## config.mk

```make
export PLATFORM = sky130hd
export DESIGN_NAME = gregorian_timestamp_normalizer
export DESIGN_NICKNAME = d
export VERILOG_FILES = /design/src/hdl/gtn_pkg.sv /design/src/hdl/gtn_days_before.sv /design/src/hdl/gregorian_timestamp_normalizer.sv
export SDC_FILE = /design/constraint.sdc
export NUM_CORES = 2
export LEC_CHECK = 0
export BUFFER_PORTS_ARGS = -buffer_cell sky130_fd_sc_hd__buf_2
export CAP_MARGIN = 20
export CORE_UTILIZATION = 55
export CTS_CLUSTER_DIAMETER = 30
export DETAILED_ROUTE_END_ITERATION = 8
export PLACE_DENSITY = 0.71
export SYNTH_ARGS = -nofsm -noshare
export SYNTH_HDL_FRONTEND = slang
export SYNTH_SLANG_ARGS = --single-unit
```

## constraint.sdc

```tcl
create_clock -name clk -period 38.6 [get_ports clk]
set_input_delay 5.79 -clock clk [delete_from_list [all_inputs] [get_ports clk]]
set_output_delay 5.79 -clock clk [all_outputs]
set_load 0.1 [all_outputs]
```

## src/hdl/gtn_pkg.sv

```systemverilog
package gtn_pkg;

    localparam int YEAR_W   = 12;
    localparam int MONTH_W  = 4;
    localparam int DAY_W    = 5;
    localparam int HOUR_W   = 10;
    localparam int MIN_W    = 20;
    localparam int HOUT_W   = 5;
    localparam int MOUT_W   = 6;
    localparam int DNUM_W   = 21;
    localparam int HTOT_W   = 15;
    localparam int DAYS_W   = 22;
    localparam int YACC_W   = 13;

    localparam logic [MONTH_W-1:0] MONTHS_PER_YEAR = 4'd12;

    // x / 15 for x below 2^18
    localparam logic [18:0] DIV15_MUL   = 19'd279621;
    localparam int          DIV15_SHIFT = 22;
    // x / 3 for x below 2^12
    localparam logic [11:0] DIV3_MUL    = 12'd2731;
    localparam int          DIV3_SHIFT  = 13;
    // x / 25 for x below 2^12
    localparam logic [10:0] DIV25_MUL   = 11'd1311;
    localparam int          DIV25_SHIFT = 15;
    // day number to year estimate, 2^24 / 365.2425
    localparam logic [15:0] EST_MUL     = 16'd45934;
    localparam int          EST_SHIFT   = 24;

    typedef logic [8:0] doy_t;

    function automatic doy_t month_start(input logic [MONTH_W-1:0] m, input logic leap);
        doy_t r;
        unique case (m)
            4'd0:    r = 9'd0;
            4'd1:    r = 9'd31;
            4'd2:    r = 9'd59;
            4'd3:    r = 9'd90;
            4'd4:    r = 9'd120;
            4'd5:    r = 9'd151;
            4'd6:    r = 9'd181;
            4'd7:    r = 9'd212;
            4'd8:    r = 9'd243;
            4'd9:    r = 9'd273;
            4'd10:   r = 9'd304;
            default: r = 9'd334;
        endcase
        if (leap && m >= 4'd2)
        begin
            r = r + 9'd1;
        end
        return r;
    endfunction

endpackage

```

## src/hdl/gtn_days_before.sv

```systemverilog
module gtn_days_before (
    input  logic [gtn_pkg::YACC_W-1:0]  y,
    output logic [gtn_pkg::DAYS_W-1:0]  days,
    output logic                        leap
);
    localparam int YW = gtn_pkg::YACC_W;
    localparam int DW = gtn_pkg::DAYS_W;

    logic [YW:0]   y100;
    logic [YW:0]   y400;
    logic [YW-2:0] q4;
    logic [8:0]    q100;
    logic [8:0]    q400;

    assign y100 = {1'b0, y} + (YW+1)'(99);
    assign y400 = {1'b0, y} + (YW+1)'(399);
    assign q4   = (YW-1)'(({1'b0, y} + (YW+1)'(3)) >> 2);
    assign q100 = 9'((23'(y100[YW:2]) * 23'(gtn_pkg::DIV25_MUL)) >> gtn_pkg::DIV25_SHIFT);
    assign q400 = 9'((23'(y400[YW:4]) * 23'(gtn_pkg::DIV25_MUL)) >> gtn_pkg::DIV25_SHIFT);
    assign days = DW'(y) * DW'(365) + DW'(q4) - DW'(q100) + DW'(q400);
    assign leap = (y[1:0] == 2'd0)
                  && (((YW+1)'(q400) * (YW+1)'(400) == {1'b0, y})
                      || ((YW+1)'(q100) * (YW+1)'(100) != {1'b0, y}));
endmodule

```

## src/hdl/gregorian_timestamp_normalizer.sv

```systemverilog
// Gregorian timestamp normalizer.
// Pulse start with year_in, month_in, day_in, hour_in and minute_in while
// busy is low; busy is tied low, so an item may be started every cycle.
// Each item yields one result, marked by done for exactly one cycle, with
// the normalized date and time, the day number from the start of year 0,
// and overflow when the year passed YEAR_LIMIT (result then saturates to
// the last minute of YEAR_LIMIT).
// Each item passes through the pipeline stages in order (minute split,
// day sum, year estimate, year correction, month decode); throughput is
// one item per cycle.
// Reset clears all valid bits; items in flight are dropped.
// The receiver cannot stall: results must be taken when done is high.
module gregorian_timestamp_normalizer #(
    parameter int YEAR_LIMIT = 4095
) (
    input  logic        clk,
    input  logic        rst_n,
    input  logic        start,
    output logic        busy,
    input  logic [11:0] year_in,
    input  logic [3:0]  month_in,
    input  logic [4:0]  day_in,
    input  logic [9:0]  hour_in,
    input  logic [19:0] minute_in,
    output logic        done,
    output logic [11:0] year_out,
    output logic [3:0]  month_out,
    output logic [4:0]  day_out,
    output logic [4:0]  hour_out,
    output logic [5:0]  minute_out,
    output logic [20:0] day_number,
    output logic        overflow
);
    localparam int YW = gtn_pkg::YACC_W;
    localparam int DW = gtn_pkg::DAYS_W;

    function automatic int limit_day_number(input int y);
        int n;
        n = 365 * y + (y + 3) / 4 - (y + 99) / 100 + (y + 399) / 400 + 334 + 30;
        if ((y % 4 == 0) && ((y % 400 == 0) || (y % 100 != 0)))
        begin
            n = n + 1;
        end
        return n;
    endfunction

    localparam logic [16:0] LIM_Y = 17'(YEAR_LIMIT);
    localparam logic [20:0] LIM_N = 21'(limit_day_number(YEAR_LIMIT));

    logic [4:0] v_reg;

    // stage 1: minute split, month wrap
    logic [YW-1:0] s1_year_reg;
    logic [3:0]    s1_month_reg;
    logic [4:0]    s1_day_reg;
    logic [14:0]   s1_th_reg;
    logic [5:0]    s1_min_reg;
    logic [14:0]   mq;

    assign mq = 15'((37'(minute_in[19:2]) * 37'(gtn_pkg::DIV15_MUL)) >> gtn_pkg::DIV15_SHIFT);

    always_ff @(posedge clk)
    begin
        if (month_in >= gtn_pkg::MONTHS_PER_YEAR)
        begin
            s1_month_reg <= month_in - gtn_pkg::MONTHS_PER_YEAR;
            s1_year_reg  <= YW'(year_in) + YW'(1);
        end
        else
        begin
            s1_month_reg <= month_in;
            s1_year_reg  <= YW'(year_in);
        end
        s1_day_reg <= day_in;
        s1_th_reg  <= 15'(hour_in) + mq;
        s1_min_reg <= 6'(minute_in - 20'(mq) * 20'd60);
    end

    // stage 2: day number
    logic [DW-1:0] dby1;
    logic          leap1;
    logic [DW-1:0] s2_n_reg;
    logic [4:0]    s2_hour_reg;
    logic [5:0]    s2_min_reg;
    logic [14:0]   hq;

    gtn_days_before u_db1 (.y(s1_year_reg), .days(dby1), .leap(leap1));

    assign hq = 15'((24'(s1_th_reg[14:3]) * 24'(gtn_pkg::DIV3_MUL)) >> gtn_pkg::DIV3_SHIFT);

    always_ff @(posedge clk)
    begin
        s2_n_reg    <= dby1 + DW'(gtn_pkg::month_start(s1_month_reg, leap1))
                       + DW'(s1_day_reg) + DW'(hq);
        s2_hour_reg <= 5'(s1_th_reg - hq * 15'd24);
        s2_min_reg  <= s1_min_reg;
    end

    // stage 3: year estimate, rounded so it is the year or the one after
    logic [37:0]   est;
    logic [YW-1:0] s3_ye_reg;
    logic [DW-1:0] s3_n_reg;
    logic [4:0]    s3_hour_reg;
    logic [5:0]    s3_min_reg;

    assign est = 38'(s2_n_reg) * 38'(gtn_pkg::EST_MUL)
                 + (38'(1) << (gtn_pkg::EST_SHIFT - 1));

    always_ff @(posedge clk)
    begin
        s3_ye_reg   <= YW'(est >> gtn_pkg::EST_SHIFT);
        s3_n_reg    <= s2_n_reg;
        s3_hour_reg <= s2_hour_reg;
        s3_min_reg  <= s2_min_reg;
    end

    // stage 4: year correction
    logic [YW-1:0] yem;
    logic [DW-1:0] dbe;
    logic [DW-1:0] dbem;
    logic          lpe;
    logic          lpem;
    logic [YW-1:0] s4_y_reg;
    logic [DW-1:0] s4_n_reg;
    logic [DW-1:0] s4_db_reg;
    logic          s4_leap_reg;
    logic [4:0]    s4_hour_reg;
    logic [5:0]    s4_min_reg;

    assign yem = s3_ye_reg - YW'(1);

    gtn_days_before u_dbe (.y(s3_ye_reg), .days(dbe), .leap(lpe));
    gtn_days_before u_dbem (.y(yem), .days(dbem), .leap(lpem));

    always_ff @(posedge clk)
    begin
        if (dbe <= s3_n_reg)
        begin
            s4_y_reg    <= s3_ye_reg;
            s4_db_reg   <= dbe;
            s4_leap_reg <= lpe;
        end
        else
        begin
            s4_y_reg    <= yem;
            s4_db_reg   <= dbem;
            s4_leap_reg <= lpem;
        end
        s4_n_reg    <= s3_n_reg;
        s4_hour_reg <= s3_hour_reg;
        s4_min_reg  <= s3_min_reg;
    end

    // stage 5: month decode, saturation
    logic [8:0]  doy;
    logic [3:0]  mo;
    logic [11:0] year_reg;
    logic [3:0]  month_reg;
    logic [4:0]  day_reg;
    logic [4:0]  hour_reg;
    logic [5:0]  minute_reg;
    logic [20:0] dnum_reg;
    logic        ovf_reg;

    assign doy = 9'(s4_n_reg - s4_db_reg);

    always_comb
    begin
        mo = 4'd0;
        for (int i = 1; i < 12; i++)
        begin
            if (doy >= gtn_pkg::month_start(4'(i), s4_leap_reg))
            begin
                mo = 4'(i);
            end
        end
    end

    always_ff @(posedge clk)
    begin
        if (17'(s4_y_reg) > LIM_Y)
        begin
            ovf_reg    <= 1'b1;
            year_reg   <= 12'(YEAR_LIMIT);
            month_reg  <= 4'd11;
            day_reg    <= 5'd30;
            hour_reg   <= 5'd23;
            minute_reg <= 6'd59;
            dnum_reg   <= LIM_N;
        end
        else
        begin
            ovf_reg    <= 1'b0;
            year_reg   <= 12'(s4_y_reg);
            month_reg  <= mo;
            day_reg    <= 5'(doy - gtn_pkg::month_start(mo, s4_leap_reg));
            hour_reg   <= s4_hour_reg;
            minute_reg <= s4_min_reg;
            dnum_reg   <= 21'(s4_n_reg);
        end
    end

    always_ff @(posedge clk or negedge rst_n)
    begin
        if (!rst_n)
        begin
            v_reg <= 5'd0;
        end
        else
        begin
            v_reg <= {v_reg[3:0], start};
        end
    end

    assign busy       = 1'b0;
    assign done       = v_reg[4];
    assign year_out   = year_reg;
    assign month_out  = month_reg;
    assign day_out    = day_reg;
    assign hour_out   = hour_reg;
    assign minute_out = minute_reg;
    assign day_number = dnum_reg;
    assign overflow   = ovf_reg;

    a_lat: assert property (@(posedge clk) disable iff (!rst_n)
        start |-> ##5 done) else $error("lost item");
    a_hr: assert property (@(posedge clk) disable iff (!rst_n)
        done |-> hour_out < 5'd24 && minute_out < 6'd60) else $error("time range");
    a_ov: assert property (@(posedge clk) disable iff (!rst_n)
        done && overflow |-> month_out == 4'd11 && day_out == 5'd30)
        else $error("saturation");
endmodule
```

==> results.py <==
metrics = {
    "status": {
        "status": "finished clean",
    },
    "cts": {
        "clk_pin_slew_ns": 0.05,
        "cts-buffers-inserted": 55,
        "htreeDepth": 2,
        "ctsHoldBuffers": 0,
        "cts_root_buffer": "clkbuf_16",
        "cts_buffer_depth": 3,
        "clock_latency_ns": 0.66,
        "cts_tree": "done",
        "cts_setup_buffers": 0,
        "cts_resized": 0,
        "cts.sinks": 244,
    },
    "min_path": {
        "hp-class": "reg -> reg",
        "min_from": "s3_min_reg[2]$_DFF_P_",
        "hold_depth": 0,
        "holdPathEnd": "s4_min_reg[2]$_DFF_P_",
    },
    "grt": {
        "overflow": 0,
        "grt_pass1_wl_um": 175000,
        "antenna_found_initial": 1,
        "track_usage": 0.242,
        "first_global_vias": 35600,
        "grt_start_max_net_pins": 39,
    },
    "timing": {
        "slew_violations": 0,
        "rsz0062_at_grt": "no",
        "tns_ns": 0,
        "layout_min_cycle_time_ns": 16.63,
        "setup_viol": 0,
        "relSlewSlack": 0.311,
        "tightest_slew_ns": 1.03,
        "hold_viol": 0,
        "period_share": 0.431,
        "final.setup_skew_ns": 0.0587,
        "max_freq_mhz": 60.1,
    },
    "routing": {
        "drt-total-wl_um": 104000,
        "via_per_inst": 5.25,
        "drtPass1Iterations": 8,
        "drt_iter0_markers": 1365,
        "vias": 33100,
        "route.detailed.drc": 0,
        "ant_nets": 0,
        "wl_per_cell_um": 16.4,
    },
    "place": {
        "port_buffers": 108,
        "place_congestion": 0.973,
        "dp_hpwl_um": 90500,
    },
    "yosys": {
        "yosys_warnings": 0,
        "ys_top_cells_by_count": "inv_1 (1,243), ha_1 (1,237), fa_1 (640)",
        "yosys.area_share.simple": 0.0650,
        "netlist_instances": 4957,
        "yosys.area.top_type": "ha_1",
        "synth_xor_area_frac": 0.0785,
        "avgSynthCellArea_um2": 9.83,
        "synth_nets": 6888,
        "synth.top_cell.area_share": 0.318,
        "synth_flop_cell": "dfxtp_1",
        "ys_types": 104,
        "synth_edf_count": 0,
        "synth_top_family_by_area": "adder cells",
        "ys_seq_area_frac": 0.101,
        "synth_area_um2": 48700,
        "yosysMostFrequentCell": "inv_1",
        "ys_seq_elements": 244,
        "synth_fa_ha_area_frac": 0.581,
        "synth_area_leaders": "ha_1 (32%), fa_1 (26%), dfxtp_1 (9.8%)",
        "synth_compound_gate_area_share": 0.0726,
        "synth.mux.area_fraction": 0.00370,
        "async_reset_ff_frac": 0.0205,
    },
    "floorplan": {
        "die_w_um": 300,
        "die_y_um": 300,
        "start_util": 0.558,
        "core_um2": 87300,
        "die-area_um2": 89800,
        "top_level_ports": 110,
        "num_rows": 108,
    },
    "layout": {
        "filler_cell_count": 7501,
        "drive_above_1_share": 0.0630,
        "syn_to_final_growth_pct": 8.07,
        "layout.nets": 7043,
        "n_antenna_cell": 0,
    },
    "setup_path": {
        "rrSetupSlack_ns": 21.97,
        "reg2regPathDepth": 61,
        "cp_slowest_cell": "dfxtp_1",
        "path_class": "reg -> reg",
        "critPathRequiredTime_ns": 39.17,
        "worst_setup_path_start_kind": "flop",
        "r2r_end": "s2_n_reg[20]$_DFF_P_",
        "cp_max_fo": 13,
        "crit_path_end_kind": "flop",
        "crit_path_max_incr_delay_ns": 0.75,
        "path_common_cell": "inv_1",
        "worstPathArrival_ns": 17.20,
        "reg2reg_from": "s1_year_reg[5]$_DFF_P_",
    },
    "job": {
        "max_cap_viol_count": 0,
    },
}
-- worst max-delay path, delay by kind of cell, from the launching register on --
family                     cells  cell delay [ns]
adders and majority gates     18             7.28
AOI/OAI and AO/OA             19             4.03
and+or+nand+nor                8             1.92
xor gates and xnor gates       5             1.52
buffers and inverters         11             1.00
DFF                            1             0.75
-- final cells by class --
cell class / instances / area, um2 / share of cell area
clock inverters: 47 / 537 / 0.0102
multi-input cells: 3439 / 39000 / 0.741
well taps: 1155 / 1450 / 0.0275
clock buffers: 57 / 1390 / 0.0265
inverters: 1247 / 4680 / 0.0889
flip-flops and latches: 244 / 4910 / 0.0933
repair buffers: 125 / 668 / 0.0127
-- per-stage QoR --
| stage | instance area, um2 | hold WS, ns | util | cells | setup slack, ns |
|---|---|---|---|---|---|
| after floorplan | 48700 | 0.310 | - | 4957 | 23.60 |
| after global placement | 50700 | 0.310 | 0.581 | 6210 | 22.31 |
| after detailed placement | 50700 | 0.312 | 0.581 | 6210 | 21.95 |
| after CTS | 52600 | 0.293 | 0.603 | 6314 | 21.95 |
| after global routing | 52600 | 0.310 | 0.603 | 6314 | 20.75 |
| final | 52600 | 0.290 | 0.603 | 6314 | 21.97 |
-- cell usage in the layout (no fill, tap or decap), types with 20 or more instances in the layout --
cell,Yosys,layout
a21o_1,91,91
a21oi_1,142,142
and3_1,20,20
buf_2,4,108
clkbuf_16,0,55
dfxtp_1,239,238
fa_1,640,640
ha_1,1237,1237
inv_1,1243,1243
nand2_1,103,103
nand2b_1,35,35
nand3_1,60,60
nand4_1,29,29
nor2_1,142,142
nor2b_1,49,49
nor3_1,43,43
o21a_1,26,26
o21ai_0,71,71
o21bai_1,24,24
or2_2,45,45
xnor2_1,312,312
xor2_1,105,105
-- kinds of logic after synthesis --
logic type                 count (synthesis)
and+or+nand+nor                          604
muxes                                     17
AOI/OAI and AO/OA                        515
DFF                                      244
other                                      1
adders and majority gates               1877
buffers and inverters                   1274
xor gates and xnor gates                 425
-- worst max path at each step --
stage / startpoint / endpoint
6_report: s1_year_reg[5]$_DFF_P_ / s2_n_reg[20]$_DFF_P_
5_1_grt: s1_year_reg[5]$_DFF_P_ / s2_n_reg[20]$_DFF_P_
4_1_cts: s1_year_reg[5]$_DFF_P_ / s2_n_reg[20]$_DFF_P_
3_5_place_dp: s1_year_reg[5]$_DFF_P_ / s2_n_reg[20]$_DFF_P_
3_3_place_gp: s1_year_reg[5]$_DFF_P_ / s2_n_reg[20]$_DFF_P_
2_1_floorplan: s1_year_reg[1]$_DFF_P_ / s2_n_reg[20]$_DFF_P_
-- layer usage --
| layer | part of all wire | routed length (um) | GRT usage | vias up |
|---|---|---|---|---|
| li1 | - | - | - | 16200 |
| met3 | 0.042 | 4340 | 0.0314 | 180 |
| met1 | 0.44 | 45300 | 0.308 | 16100 |
| met4 | 0.034 | 3520 | 0.0813 | 0 |
| met5 | 0 | 0 | 0 | - |
| met2 | 0.49 | 50700 | 0.423 | 593 |
Power is left out: the tool's default activity adds up to more than one toggle a clock period on the data nets, which glitch-free logic cannot reach.
